`src/hdl/glu_pkg.sv`:
```
// ----------------------------------------------------------------------------
// glu_pkg
// Shared constants and controller/datapath interface types for the gcd/lcm unit.
// ----------------------------------------------------------------------------
package glu_pkg;

    localparam int GLU_OPERAND_BITS = 31;

    // commands from the controller to the datapath
    typedef struct packed {
        logic load;       // capture operands of a new request
        logic gcd_step;   // one binary gcd reduction step
        logic scale;      // restore common power of two, start divide
        logic div_step;   // one restoring divide step
        logic mul_step;   // one shift-add multiply step
        logic load_out;   // move finished result into output register
    } glu_cmd_t;

    // status from the datapath to the controller
    typedef struct packed {
        logic err;        // an operand was zero
        logic gcd_done;   // one gcd operand reached zero
        logic last_step;  // step counter at its final count
    } glu_status_t;

endpackage

```
`src/hdl/glu_ctrl.sv`:
```
// ----------------------------------------------------------------------------
// glu_ctrl
// Sequencer for the gcd/lcm unit: handshakes and phase control.
// ----------------------------------------------------------------------------
module glu_ctrl (
    input  logic                 aclk,
    input  logic                 aresetn,
    input  logic                 s_valid,
    output logic                 s_ready,
    output logic                 m_valid,
    input  logic                 m_ready,
    input  glu_pkg::glu_status_t status,
    output glu_pkg::glu_cmd_t    cmd
);
    import glu_pkg::*;

    typedef enum logic [5:0] {
        ST_IDLE  = 6'b000001,
        ST_GCD   = 6'b000010,
        ST_SCALE = 6'b000100,
        ST_DIV   = 6'b001000,
        ST_MUL   = 6'b010000,
        ST_DONE  = 6'b100000
    } state_t;

    state_t state_reg, state_next;
    logic   m_valid_reg, m_valid_next;

    always_comb begin
        state_next   = state_reg;
        m_valid_next = m_valid_reg && !m_ready;
        cmd          = '0;
        case (state_reg)
            ST_IDLE: begin
                if (s_valid) begin
                    cmd.load   = 1'b1;
                    state_next = ST_GCD;
                end
            end
            ST_GCD: begin
                if (status.err) begin
                    state_next = ST_DONE;
                end else if (status.gcd_done) begin
                    state_next = ST_SCALE;
                end else begin
                    cmd.gcd_step = 1'b1;
                end
            end
            ST_SCALE: begin
                cmd.scale  = 1'b1;
                state_next = ST_DIV;
            end
            ST_DIV: begin
                cmd.div_step = 1'b1;
                if (status.last_step) begin
                    state_next = ST_MUL;
                end
            end
            ST_MUL: begin
                cmd.mul_step = 1'b1;
                if (status.last_step) begin
                    state_next = ST_DONE;
                end
            end
            ST_DONE: begin
                // wait until the output register is free or being drained
                if (!m_valid_reg || m_ready) begin
                    cmd.load_out = 1'b1;
                    m_valid_next = 1'b1;
                    state_next   = ST_IDLE;
                end
            end
            default: begin
                state_next = ST_IDLE;
            end
        endcase
    end

    always_ff @(posedge aclk) begin
        if (!aresetn) begin
            state_reg   <= ST_IDLE;
            m_valid_reg <= 1'b0;
        end else begin
            state_reg   <= state_next;
            m_valid_reg <= m_valid_next;
        end
    end

    assign s_ready = (state_reg == ST_IDLE);
    assign m_valid = m_valid_reg;

endmodule

```
`src/hdl/glu_datapath.sv`:
```
// ----------------------------------------------------------------------------
// glu_datapath
// Binary gcd, restoring divide and shift-add multiply over shared registers.
// ----------------------------------------------------------------------------
module glu_datapath #(
    parameter int OPERAND_BITS = glu_pkg::GLU_OPERAND_BITS
) (
    input  logic                        aclk,
    input  logic [OPERAND_BITS-1:0]     s_first_value,
    input  logic [OPERAND_BITS-1:0]     s_second_value,
    input  glu_pkg::glu_cmd_t           cmd,
    output glu_pkg::glu_status_t        status,
    output logic [OPERAND_BITS-1:0]     m_divisor,
    output logic [2*OPERAND_BITS-1:0]   m_multiple,
    output logic                        m_error
);
    import glu_pkg::*;

    localparam int N     = OPERAND_BITS;
    localparam int CNT_W = $clog2(OPERAND_BITS);

    logic [N-1:0]     a_reg, b_reg;
    logic [N-1:0]     u_reg, v_reg;
    logic [CNT_W-1:0] k_reg;
    logic [N-1:0]     g_reg;
    logic [N-1:0]     rem_reg, quo_reg;
    logic [2*N-1:0]   prod_reg;
    logic [CNT_W-1:0] cnt_reg;
    logic             err_reg;
    logic [N-1:0]     div_reg;
    logic [2*N-1:0]   mult_reg;
    logic             merr_reg;

    logic [N:0]       uv_diff;
    logic [N-1:0]     vu_diff;
    logic [N:0]       div_shift, div_trial;
    logic [N-1:0]     rem_next, quo_next;
    logic [N:0]       mul_sum;
    logic [2*N-1:0]   prod_next;
    logic             last_step;

    // gcd subtract in both directions, borrow picks the larger operand
    assign uv_diff = {1'b0, u_reg} - {1'b0, v_reg};
    assign vu_diff = v_reg - u_reg;

    // restoring divide a / g
    assign div_shift = {rem_reg, quo_reg[N-1]};
    assign div_trial = div_shift - {1'b0, g_reg};
    assign rem_next  = div_trial[N] ? div_shift[N-1:0] : div_trial[N-1:0];
    assign quo_next  = {quo_reg[N-2:0], ~div_trial[N]};

    // shift-add multiply quotient * b
    assign mul_sum   = {1'b0, prod_reg[2*N-1:N]} + (prod_reg[0] ? {1'b0, b_reg} : '0);
    assign prod_next = {mul_sum, prod_reg[N-1:1]};

    assign last_step = (cnt_reg == CNT_W'(OPERAND_BITS - 1));

    always_ff @(posedge aclk) begin
        if (cmd.load) begin
            a_reg   <= s_first_value;
            b_reg   <= s_second_value;
            u_reg   <= s_first_value;
            v_reg   <= s_second_value;
            k_reg   <= '0;
            err_reg <= (s_first_value == '0) || (s_second_value == '0);
        end
        if (cmd.gcd_step) begin
            if (!u_reg[0] && !v_reg[0]) begin
                u_reg <= u_reg >> 1;
                v_reg <= v_reg >> 1;
                k_reg <= k_reg + 1'b1;
            end else if (!u_reg[0]) begin
                u_reg <= u_reg >> 1;
            end else if (!v_reg[0]) begin
                v_reg <= v_reg >> 1;
            end else if (!uv_diff[N]) begin
                u_reg <= uv_diff[N-1:0];
            end else begin
                v_reg <= vu_diff;
            end
        end
        if (cmd.scale) begin
            g_reg   <= (u_reg | v_reg) << k_reg;
            rem_reg <= '0;
            quo_reg <= a_reg;
            cnt_reg <= '0;
        end
        if (cmd.div_step) begin
            rem_reg <= rem_next;
            quo_reg <= quo_next;
            if (last_step) begin
                prod_reg <= {{N{1'b0}}, quo_next};
                cnt_reg  <= '0;
            end else begin
                cnt_reg <= cnt_reg + 1'b1;
            end
        end
        if (cmd.mul_step) begin
            prod_reg <= prod_next;
            cnt_reg  <= cnt_reg + 1'b1;
        end
        if (cmd.load_out) begin
            div_reg  <= err_reg ? '0 : g_reg;
            mult_reg <= err_reg ? '0 : prod_reg;
            merr_reg <= err_reg;
        end
    end

    assign status.err       = err_reg;
    assign status.gcd_done  = (u_reg == '0) || (v_reg == '0);
    assign status.last_step = last_step;

    assign m_divisor  = div_reg;
    assign m_multiple = mult_reg;
    assign m_error    = merr_reg;

endmodule

```
`src/hdl/gcd_lcm_unit.sv`:
```
// ----------------------------------------------------------------------------
// gcd_lcm_unit
// Greatest common divisor and least common multiple of two unsigned operands.
// ----------------------------------------------------------------------------
//  channel  | ports                                   | direction
//  ---------+-----------------------------------------+----------
//  request  | s_valid s_ready s_first_value           | in
//           | s_second_value                          |
//  result   | m_valid m_ready m_divisor m_multiple    | out
//           | m_error                                 |
//
//  one request at a time; binary gcd steps until one operand reaches zero, then
//  OPERAND_BITS divide steps and OPERAND_BITS multiply steps in a shared
//  datapath. zero operands skip from the gcd phase straight to the result. a
//  finished result waits in the output register, and the next request is
//  accepted while it waits. aresetn is synchronous and clears only the
//  sequencer and the output valid.
// ----------------------------------------------------------------------------
module gcd_lcm_unit #(
    parameter int OPERAND_BITS = glu_pkg::GLU_OPERAND_BITS
) (
    input  logic                      aclk,
    input  logic                      aresetn,
    input  logic                      s_valid,
    output logic                      s_ready,
    input  logic [OPERAND_BITS-1:0]   s_first_value,
    input  logic [OPERAND_BITS-1:0]   s_second_value,
    output logic                      m_valid,
    input  logic                      m_ready,
    output logic [OPERAND_BITS-1:0]   m_divisor,
    output logic [2*OPERAND_BITS-1:0] m_multiple,
    output logic                      m_error
);
    import glu_pkg::*;

    glu_cmd_t    cmd;
    glu_status_t status;

    glu_ctrl u_ctrl (
        .aclk    (aclk),
        .aresetn (aresetn),
        .s_valid (s_valid),
        .s_ready (s_ready),
        .m_valid (m_valid),
        .m_ready (m_ready),
        .status  (status),
        .cmd     (cmd)
    );

    glu_datapath #(
        .OPERAND_BITS (OPERAND_BITS)
    ) u_datapath (
        .aclk           (aclk),
        .s_first_value  (s_first_value),
        .s_second_value (s_second_value),
        .cmd            (cmd),
        .status         (status),
        .m_divisor      (m_divisor),
        .m_multiple     (m_multiple),
        .m_error        (m_error)
    );

endmodule

```
`config.mk`:
```
export PLATFORM = sky130hd
export DESIGN_NAME = gcd_lcm_unit
export DESIGN_NICKNAME = d
export VERILOG_FILES = /design/src/hdl/glu_pkg.sv /design/src/hdl/glu_ctrl.sv /design/src/hdl/glu_datapath.sv /design/src/hdl/gcd_lcm_unit.sv
export SDC_FILE = /design/constraint.sdc
export NUM_CORES = 1
export LEC_CHECK = 0
export CORE_UTILIZATION = 45
export CTS_BUF_LIST = sky130_fd_sc_hd__clkbuf_16
export DETAILED_ROUTE_END_ITERATION = 8
export DONT_BUFFER_PORTS = 1
export HOLD_SLACK_MARGIN = 0.05
export PLACE_DENSITY_LB_ADDON = 0.08
export RECOVER_POWER = 25
export SYNTH_ARGS = -nofsm -noshare
export SYNTH_HDL_FRONTEND = slang
export SYNTH_SLANG_ARGS = --single-unit
```
`constraint.sdc`:
```
create_clock -name aclk -period 6 [get_ports aclk]
set_input_delay 1.2 -clock aclk [delete_from_list [all_inputs] [get_ports aclk]]
set_output_delay 1.2 -clock aclk [all_outputs]
set_load 0.1 [all_outputs]
```
Yosys cells after proc, flatten, opt, wreduce, memory -nomap -nowiden
Index checks and enable logic that the tools add are counted.
- add/sub/neg operators: 6
- equality and inequality tests: 12
- shifts and indexed selects: 1
- muxes and demuxes: 47
- bitwise gates (word level): 2
- reduce and logical (&&, ||, !) cells: 19
- operators with widths (operator ; number):
    $mux W31 ; 18
    $mux W62 ; 3
    $logic_not A31 Y1 ; 4
    $mux W6 ; 6
    $pmux W6 S6 ; 1
    $mux W5 ; 7
    $add A31 B32 Y32 ; 1
    $sub A31 B31 Y32 ; 1
    $sub A32 B31 Y32 ; 1
    $or A31 B31 Y31 ; 1
    $shl A31 B5 Y31 ; 1
    $sub A31 B31 Y31 ; 1
    $mux W1 ; 12
    $add A5 B1 Y5 const B ; 2
    $eq A6 B1 Y1 const B ; 1
    $eq A6 B2 Y1 const B ; 1
    $eq A6 B3 Y1 const B ; 1
    $eq A6 B4 Y1 const B ; 1
    $eq A6 B5 Y1 const B ; 1
    $eq A6 B6 Y1 const B ; 1
    $ne A2 B1 Y1 const B ; 3
    $reduce_bool A2 Y1 ; 3
    $eq A5 B5 Y1 const B ; 1
    $reduce_and A5 Y1 ; 1
    other kinds (8) ; 14
- register bits: 391
- input port bits: 66
- word-level logic and storage cells: 103

Longest topological paths before layout
Gate-level depths: netlist of the first run.
- depth after elaboration: 8
- depth in mapped cells: 15
- mapped depth without buffers: 14

Modules after synthesis
From an unflattened synthesis of the first run, not the netlist that was laid out.
- cell total of the unflattened synthesis: 2317
- area, all modules: 24189.4 µm²
- modules (own cells, without submodules) (module ; times used ; cells each ; area each (µm²) ; seq. area each (µm²)):
    glu_datapath ; 1 ; 2250 ; 23670.2 ; 10860.4
    glu_ctrl ; 1 ; 67 ; 519.2 ; 140.1

Worst setup path before layout of the first run
OpenSTA, ideal clock, no wires.
- kind: register to register
- from: reg u_ctrl.state_reg[5]
- to: reg u_datapath.prod_reg[0] (enable)
- arrival time: 5618 ps
- setup slack: -186 ps
- cell stages (with the launch flop): 6
- period minus slack after synthesis: 6186 ps
- cell sequence: dfxtp_1 nor4_1 nand3b_1 clkbuf_1 clkbuf_1 o21ai_0
- longest elaborated chain between the ends: 4
- elaborated cells between the ends (all ways): 7
- those cells by class: 2 x eq/ne; 2 x mux; 3 x reduce/logical
- ends and longest elaborated chain (element ; RTL line ; RTL):
    start, declared ; glu_ctrl.sv:26 ; state_t state_reg, state_next;
    start signal, assigned ; glu_ctrl.sv:84 ; state_reg <= state_next;
    $eq A6 B5 Y1 / $eq A6 B4 Y1 (equally long branches) ; glu_ctrl.sv:33 ; case (state_reg)
    $mux W1 ; glu_ctrl.sv:33 ;
    $reduce_bool A2 Y1 (no source line) ; -- ;
    $reduce_and A2 Y1 (no source line) * ; -- ;
    end signal, assigned ; glu_datapath.sv:92 ; prod_reg <= {{N{1'b0}}, quo_next};
    end signal, assigned ; glu_datapath.sv:99 ; prod_reg <= prod_next;
    end, declared ; glu_datapath.sv:27 ; logic [2*N-1:0] prod_reg;
Mark *: on every way between the ends. The rest lies on a longest branch, timed or not.
A chain may end at the register's enable or synchronous reset.

Worst setup path in the final report of the first run
- from: reg u_datapath.u_reg[1]
- to: reg u_datapath.v_reg[29]
- longest elaborated chain between the ends: 6
- elaborated cells between the ends (all ways): 12
- those cells by class: 2 x add/sub; 8 x mux; 2 x reduce/logical
- ends and longest elaborated chain (element ; RTL line ; RTL):
    start, declared ; glu_datapath.sv:23 ; logic [N-1:0] u_reg, v_reg;
    start signal, assigned ; glu_datapath.sv:62 ; u_reg <= s_first_value;
    start signal, assigned ; glu_datapath.sv:69 ; u_reg <= u_reg >> 1;
    start signal, assigned ; glu_datapath.sv:73 ; u_reg <= u_reg >> 1;
    $sub A31 B31 Y31, or another cell as far along ; glu_datapath.sv:44 ; assign vu_diff = v_reg - u_reg;
    $mux W31 / $logic_or A1 B1 Y1 (equally long branches) ; glu_datapath.sv:76, glu_datapath.sv:110 ;
    $mux W31 / $mux W1 (equally long branches) ; glu_datapath.sv:74, glu_ctrl.sv:43 ;
    $mux W31 / $mux W1 (equally long branches) ; glu_datapath.sv:72, glu_ctrl.sv:41 ;
    $mux W31 / $mux W1 (equally long branches) ; glu_datapath.sv:68, glu_ctrl.sv:33 ;
    $mux W31 * ; glu_datapath.sv:67 ; if (cmd.gcd_step) begin
    end signal, assigned ; glu_datapath.sv:70 ; v_reg <= v_reg >> 1;
    end signal, assigned ; glu_datapath.sv:75 ; v_reg <= v_reg >> 1;
    end signal, assigned ; glu_datapath.sv:79 ; v_reg <= vu_diff;
    end, declared ; glu_datapath.sv:23 ;
Marked as above.

==> out/results.txt, run 1 <==
For the sequential element share of the synthesized area, the log shows 0.462. The tree is rooted in a sky130_fd_sc_hd__clkbuf_16. TritonCTS built the clock tree. The signed area change from the synthesized netlist to the final layout is 9.15%. The transition time of the tightest slew-check pin works out to 4360 ps.

The remaining max-slew budget at the tightest pin is -1.90, and the number of rows created at floorplan is 83. Of all nets on the critical path, the largest fanout is 27. The largest voltage drop on the vdd net was 357 uV.

The initial core utilization is 0.460. After detailed routing, the total wire length is 74.0 mm. On the final layout, the worst clock skew is 47.8 ps. The final hold violation count was 0; the critical path data required time was 6410 ps. The repair_antennas step left the layout with diodes totalling 0. The run gives 0.228 GHz as the fmax.

The post-detailed-route via-to-cell ratio works out to 6.01. For the clock insertion delay at the later pin of the skew report, the log shows 590 ps. The detail-routed net length per standard cell was 24.0 um. The total overflow left after global routing is 0. The number of hold buffers added after cts is 0. A synthesized cell averages 9.90 um2. The part of the cycle the worst path needs is 0.731.

The initial antenna violation count came out at 1. The library cell used most frequently in the layout, excluding fill and tap cells, is sky130_fd_sc_hd__nand2_1. Buffers inserted during clock tree synthesis total 46. The detailed router placed 18500 vias in this run. Setup violations remaining at the end of the flow were counted as 0. Height of the die: 232 um. After the last flow step, the layout net total stands at 2588. The tools report the synthesized instance count as 2407.

The run gives 7 as the iteration count of the initial detailed-routing pass. In this run the horizontal extent of the chip is 232 um. Dividing total power by cell area gives a power density of 498 nW/um2. The number of buffers between clock root and the deepest sink was 3. The die covers 53900 um2. Summing internal, switching and leakage power gives 12.9 mW. The synthesized netlist contains 84 unique library cells. The global-route total usage across every layer is 0.273. In the layout the commonest cells are sky130_fd_sc_hd__nand2_1, sky130_fd_sc_hd__edfxtp_1, sky130_fd_sc_hd__a21oi_1.

The ratio of cells with drive above 1 in the final layout is 0.0659. The flow ran to the end, but the final reports show violations. In this run the static leakage power is 9.86 nW. Data on the critical path arrives at its endpoint at 4790 ps. STA classifies the critical path endpoint as a register.

The tools report the number of setup buffers added after CTS as 0. After floorplanning, the core was sized to cover 51800 um2. The count of yosys warnings during synthesis is 0. The cell area after synthesis is 23800 um2, and the post-synthesis register bit count is 391. The async set-reset flop share out of synthesis is 0. In the final layout, the multi-input gates occupy 11800 um2. The run gives 17800 as the via count of the first global-routing pass. The tree built by TritonCTS fans out to 391 sinks. The routability congestion estimate is 0.938. The synthesized design contains 317 enable-type register cells. The logs give 0 ps for the post-route setup TNS and 0 for the post-cts repair resize count. Filler cell count: 4847. The count of input and output buffers is 0. Flip-flop cell with the highest count after synthesis: sky130_fd_sc_hd__edfxtp_1. STA classifies the critical path startpoint as a register. The run gives 229 as the max-slew violation count. The sequential cell area was 11000 um2; the wire length of the first global-routing pass was 111 mm. The logs give 2634 for the synthesized netlist net count and 2 for the count of H-tree levels built during CTS. For the DRC violation total after the first TritonRoute iteration, the log shows 1492.

After legalization and detailed placement, the total HPWL measured 56.3 mm. Clock-pin slew was measured on the worst setup and hold paths at 60 ps. The min-delay analysis places its worst path in the category reg -> reg. The critical path is of the reg -> reg type.

The count of unresolved DRC violations after routing is 0. The clock period minus worst slack is 4380 ps. Setup repair after global routing left no endpoint under its margin. The remaining antenna violation count was 0; the share of the core filled with cells was 0.502. The final reports fail on capacitance limit, slew limit. The count of placed standard cells in the final layout, fillers left out came out at 3079. For the largest net degree at the start of global routing, the log shows 96. The number of maximum-capacitance violations was 3.

Once placement completed, the tool counted placed cells totaling 2993. For the I/O pin total, the log shows 162.
## metal layers
layer,part of all wire,GRT usage
met1,0.45,0.377
met2,0.46,0.434
met3,0.054,0.0372
met4,0.037,0.103
met5,0,0
## synth_stat cells, types with 12 or more instances
cell | number | area share
sky130_fd_sc_hd__xor2_1 | 32 | 0.012
sky130_fd_sc_hd__a21o_1 | 48 | 0.015
sky130_fd_sc_hd__a221o_1 | 39 | 0.016
sky130_fd_sc_hd__nor3_1 | 29 | 0.0061
sky130_fd_sc_hd__dfxtp_1 | 74 | 0.062
sky130_fd_sc_hd__a31oi_1 | 16 | 0.0042
sky130_fd_sc_hd__inv_1 | 148 | 0.023
sky130_fd_sc_hd__a211oi_1 | 33 | 0.010
sky130_fd_sc_hd__buf_2 | 14 | 0.0029
sky130_fd_sc_hd__nand3_1 | 28 | 0.0059
sky130_fd_sc_hd__mux2i_1 | 24 | 0.010
sky130_fd_sc_hd__nor2b_1 | 86 | 0.023
sky130_fd_sc_hd__ha_1 | 157 | 0.082
sky130_fd_sc_hd__o21bai_1 | 25 | 0.0079
sky130_fd_sc_hd__o31ai_1 | 12 | 0.0038
sky130_fd_sc_hd__o21a_1 | 16 | 0.0050
sky130_fd_sc_hd__nor2_1 | 169 | 0.027
sky130_fd_sc_hd__nand2_1 | 336 | 0.053
sky130_fd_sc_hd__or3_1 | 12 | 0.0032
sky130_fd_sc_hd__buf_1 | 16 | 0.0025
sky130_fd_sc_hd__and2_1 | 41 | 0.011
sky130_fd_sc_hd__clkbuf_1 | 85 | 0.013
sky130_fd_sc_hd__mux2_2 | 12 | 0.0057
sky130_fd_sc_hd__edfxtp_1 | 317 | 0.40
sky130_fd_sc_hd__nand4_1 | 17 | 0.0045
sky130_fd_sc_hd__nand2b_1 | 19 | 0.0050
sky130_fd_sc_hd__a31o_1 | 14 | 0.0051
sky130_fd_sc_hd__xnor2_1 | 72 | 0.026
sky130_fd_sc_hd__o21ai_0 | 87 | 0.018
sky130_fd_sc_hd__mux4_2 | 27 | 0.026
sky130_fd_sc_hd__nor4_1 | 63 | 0.017
sky130_fd_sc_hd__o22ai_1 | 15 | 0.0039
sky130_fd_sc_hd__a21oi_1 | 186 | 0.039
## critical path, cell delays in order (launching register included)
cell                       delay, ps
sky130_fd_sc_hd__dfxtp_1         500
sky130_fd_sc_hd__inv_1           120
sky130_fd_sc_hd__ha_1            300
sky130_fd_sc_hd__or2_0           230
sky130_fd_sc_hd__a221oi_1        370
sky130_fd_sc_hd__o22a_1          300
sky130_fd_sc_hd__nand4_1         240
sky130_fd_sc_hd__a211oi_1        570
sky130_fd_sc_hd__nor3b_2         200
sky130_fd_sc_hd__nor4_4          280
sky130_fd_sc_hd__buf_4           420
sky130_fd_sc_hd__or2_1           390
sky130_fd_sc_hd__a32o_1          220
sky130_fd_sc_hd__a21oi_1          40
## where the power goes
part           switching (mW)  internal, mW  leakage (nW)
clock network            1.17          1.75         0.820
logic                    3.93          2.34          5.65
registers               0.453          3.29          3.39
total                    5.55          7.39          9.86
## cell families after synthesis
kind of cell    count (synthesis)  synth area share
mux                            63            0.0413
fa+ha+maj                     161            0.0858
flops                         391             0.462
compound gates                571             0.159
simple gates                  848             0.170
buf+inv                       269            0.0438
xor+xnor                      104            0.0382
## per-stage QoR
step | worst slack (ps) | hold slack [ps] | area [um2]
CTS | 1600 | 516 | 26000
global route | 1220 | 531 | 26000
detailed placement | 1670 | 500 | 24500
global placement | 1720 | 499 | 24500
floorplan | 1120 | 491 | 23800
finish | 1620 | 515 | 26000
## area by class of cell
cell class,instances,area share
well taps,680,0.0327
inverters,152,0.0220
flip-flops and latches,391,0.423
clock inverters,40,0.0165
clock buffers,46,0.0443
multi-input cells,1747,0.455
repair buffers,23,0.00674
## worst paths after layout
kind	slack, ps	depth (start not counted)	end	from
hold / removal	520	2	u_datapath.quo_reg[2]$_DFFE_PP_	u_datapath.a_reg[2]$_DFFE_PP_
setup / recovery	1620	13	u_datapath.v_reg[29]$_DFF_P_	u_datapath.u_reg[1]$_DFF_P_
setup reg to reg	1620	13	u_datapath.v_reg[29]$_DFF_P_	u_datapath.u_reg[1]$_DFF_P_
hold reg to reg	520	2	u_datapath.quo_reg[2]$_DFFE_PP_	u_datapath.a_reg[2]$_DFFE_PP_
Note: power is estimated with default switching activity, not from simulation.
==> inputs of run 2 (changes only) <==
- clock period: 6 -> 4.2 ns (I/O delays scaled with it)
==> out/results.txt, run 2 (same netlist as run 1, synthesis figures left out) <==
The flow ran to the end, but the final reports show violations. The final reports fail on capacitance limit, slew limit. In this design, the largest share of critical-path delay is due to compound AO/OA/AOI/OAI gates. The iteration count of the initial detailed-routing pass is 7, and the sink count of the clock tree is 391. Met2 layer wire length in the routed design: 33.4 mm. STA classifies the critical path endpoint as a register.

Setup repair after global routing left no endpoint under its margin. The remaining max-slew budget at the tightest pin is -0.385. The post-detailed-routing wire length was 74.7 mm. Global-route congestion overflow total: 0. The routed layout has 18800 vias.

The slowest stage of the critical path belongs to the cell sky130_fd_sc_hd__and3_4. In this run, post-CTS repair resized a total of 0 instances. The final number of setup-violating endpoints came out at 0.

Port buffering added 0 buffers. Using the TritonRoute via totals, the vias-per-cell ratio works out to 6.02. Final hold violation count: 0. Counting along the longest clock path gives a buffer depth of 3.

After clock tree synthesis, the flow added hold-fix buffers numbering 0. The tools report the clock insertion delay at the later pin of the skew report as 600 ps. For this run, design rule violations remaining after detail routing come to 0.

Global-route total usage across every layer: 0.275. The logs give 4785 for the filler cell count and 0 for the remaining antenna violation count. The logs give 56.1 ps for the setup clock skew after layout and 2627 for the post-layout net count. Subtracting the final worst setup slack from the clock period gives 3910 ps. The kind of critical path is reg -> reg.

The buffer and inverter count on the worst path is 3. The number of buffers added by the clock tree synthesis step is 46, and the initial core utilization is 0.460. The run gives 11800 um2 as the combined area of the multi-input logic cells.

Entering global routing, the biggest net connects 96 pins. The floorplan step set the die height to 232 um. Summing all flip-flop and latch instances after layout gives 11000 um2. The tools report the share of the core filled with cells as 0.505.

The path with the worst hold slack has its endpoint at u_ctrl.state_reg[0]$_SDFFE_PN1P_. The detailed router put a total of 33.6 mm of wire on met1. In this design, the critical path's most frequently occurring cell is sky130_fd_sc_hd__buf_4. Clock tree synthesis selected as its root buffer the cell sky130_fd_sc_hd__clkbuf_16.

The reg2reg setup slack was 290 ps. In the layout the commonest cells are sky130_fd_sc_hd__nand2_1, sky130_fd_sc_hd__edfxtp_1, sky130_fd_sc_hd__a21oi_1. The power density over the cells is 710 nW/um2, and the clock-pin transition on the worst setup and hold timing paths is 60 ps. Part of the cycle the worst path needs: 0.932. The run gives 10.0 nW as the reported leakage power. The horizontal extent of the die works out to 232 um. The highest metal layer carrying signal wires in the routed design is met5. Buffers added to address setup during post-CTS repair amount to 0. At the worst endpoint, the arrival time is 4260 ps. In this run the critical register-to-register path is captured at u_datapath.prod_reg[0]$_DFFE_PP_. For this design the top-level I/O count stands at 162.

Wire segments on met3 add up to 4.56 mm in the final route. The count of cells along the worst hold path was 1. The worst hold path belongs to the class in -> reg.

The most common library cell in the layout ignoring fill and taps was sky130_fd_sc_hd__nand2_1. Detailed placement ended at an HPWL of 57.2 mm. The maximum fanout count along the critical path works out to 39. The first global-routing pass estimated 112 mm of wire. Placeable core area: 51800 um2. The ratio of cells with drive above 1 in the final layout is 0.0812.

The critical path goes through inv_1 -> ha_1 -> nor2b_1 -> o31a_1 -> o211ai_2 -> o31ai_1 -> a31oi_2 -> o21ai_2 -> a211o_1 -> and3_4 -> or2_1 -> buf_4 -> a21oi_1 -> buf_4. Timing would allow up to 0.256 GHz. The tools report the launch instance of the worst min-delay path as aresetn. Summing all placed instances gives a cell area of 24700 um2.

At the end of routability-driven placement, the weighted congestion stood at 1.01. The transition time of the tightest slew-check pin came out at 2080 ps. The signed area change from the synthesized netlist to the final layout works out to 9.84%. Dividing the detail-routed wire length by the instance count gives 24.0 um. For the largest voltage drop on the vdd net, the log shows 502 uV. The worst setup path is launched from a register.

The worst register-to-register path begins at u_datapath.g_reg[1]$_SDFFCE_PP0P_. The via count of the first global-routing pass is 17700. Excluding fillers, the count of instances in the completed layout stands at 3118. TritonCTS built the clock tree. The clock tree synthesis step divided the H-tree into 2 levels. The post-route setup TNS was 0 ps; the critical path's largest stage delay was 470 ps. The initial antenna violation count came out at 3. The run gives 53900 um2 as the die area. The sum of internal, switching and leakage power is 18.6 mW, and the number of maximum-capacitance violations is 2. The number of rows created at floorplan is 83.

The number of antenna diodes in the final layout is 0. Once placement completed, the tool counted placed cells totaling 3032. Count of cells along the worst register-to-register path: 14. Summing all non-filler instances in the final layout gives an area of 26200 um2. DRC violation total after the first TritonRoute iteration: 1501.

The max-slew violation count was 135. Critical path data required time: 4550 ps.
-- run 2: cell types whose count changed in the layout (fill, tap and decap cells not counted), moves of 2 or more --
cell / before / now
sky130_fd_sc_hd__buf_4: 19 / 55
sky130_fd_sc_hd__bufinv_16: 8 / 3
sky130_fd_sc_hd__clkbuf_2: 1 / 3
sky130_fd_sc_hd__clkinv_1: 8 / 11
sky130_fd_sc_hd__clkinv_2: 8 / 14
sky130_fd_sc_hd__inv_1: 160 / 156
sky130_fd_sc_hd__inv_6: 0 / 2
-- run 2: area by class of cell --
| type | count | share of cell area |
|---|---|---|
| Clock buffer | 46 | 0.0440 |
| Tap cell | 680 | 0.0325 |
| Multi-Input combinational cell | 1747 | 0.452 |
| Clock inverter | 40 | 0.0110 |
| Sequential cell | 391 | 0.421 |
| Inverter | 152 | 0.0219 |
| Timing Repair Buffer | 62 | 0.0182 |
-- run 2: metrics by stage --
stage | setup WS, ps | hold WS (ps)
2_1_floorplan | 277 | 491
3_3_place_gp | 429 | 498
3_5_place_dp | 386 | 500
4_1_cts | 318 | 295
5_1_grt | 90.6 | 312
6_report | 287 | 324
-- run 2: worst max-delay path by stage --
stage / start / to / slack (ps) / depth (start not counted)
after floorplan: u_ctrl.state_reg[1]$_SDFFE_PN0P_ / u_datapath.v_reg[1]$_DFF_P_ / 280 / 9
after global placement: u_datapath.u_reg[16]$_DFF_P_ / u_datapath.v_reg[27]$_DFF_P_ / 430 / 11
after detailed placement: u_datapath.g_reg[1]$_SDFFCE_PP0P_ / u_datapath.prod_reg[0]$_DFFE_PP_ / 390 / 14
after CTS: u_datapath.g_reg[1]$_SDFFCE_PP0P_ / u_datapath.prod_reg[0]$_DFFE_PP_ / 320 / 14
after global routing: u_datapath.g_reg[1]$_SDFFCE_PP0P_ / u_datapath.prod_reg[0]$_DFFE_PP_ / 90 / 14
final: u_datapath.g_reg[1]$_SDFFCE_PP0P_ / u_datapath.prod_reg[0]$_DFFE_PP_ / 290 / 14
-- run 2: worst register-to-register path, cell delays in order, from the launching register on --
cell and delay, ps:
sky130_fd_sc_hd__edfxtp_1 420, sky130_fd_sc_hd__inv_1 80, sky130_fd_sc_hd__ha_1 260, sky130_fd_sc_hd__nor2b_1 170, sky130_fd_sc_hd__o31a_1 240, sky130_fd_sc_hd__o211ai_2 160, sky130_fd_sc_hd__o31ai_1 390, sky130_fd_sc_hd__a31oi_2 190
sky130_fd_sc_hd__o21ai_2 210, sky130_fd_sc_hd__a211o_1 180, sky130_fd_sc_hd__and3_4 470, sky130_fd_sc_hd__or2_1 190, sky130_fd_sc_hd__buf_4 240, sky130_fd_sc_hd__a21oi_1 170, sky130_fd_sc_hd__buf_4 270
-- run 2: where the power goes --
group          internal [mW]  leakage [nW]  switching [mW]
clock                   2.18         0.752            1.69
sequential              4.70          3.39           0.595
combinational           3.57          5.85            5.85
total                   10.5          10.0            8.13
-- run 2: routing by layer --
layer / global-route usage / vias to the layer above
met5: 0 / -
met4: 0.110 / 4
met3: 0.0387 / 159
met2: 0.427 / 707
met1: 0.385 / 9184
li1: - / 8726
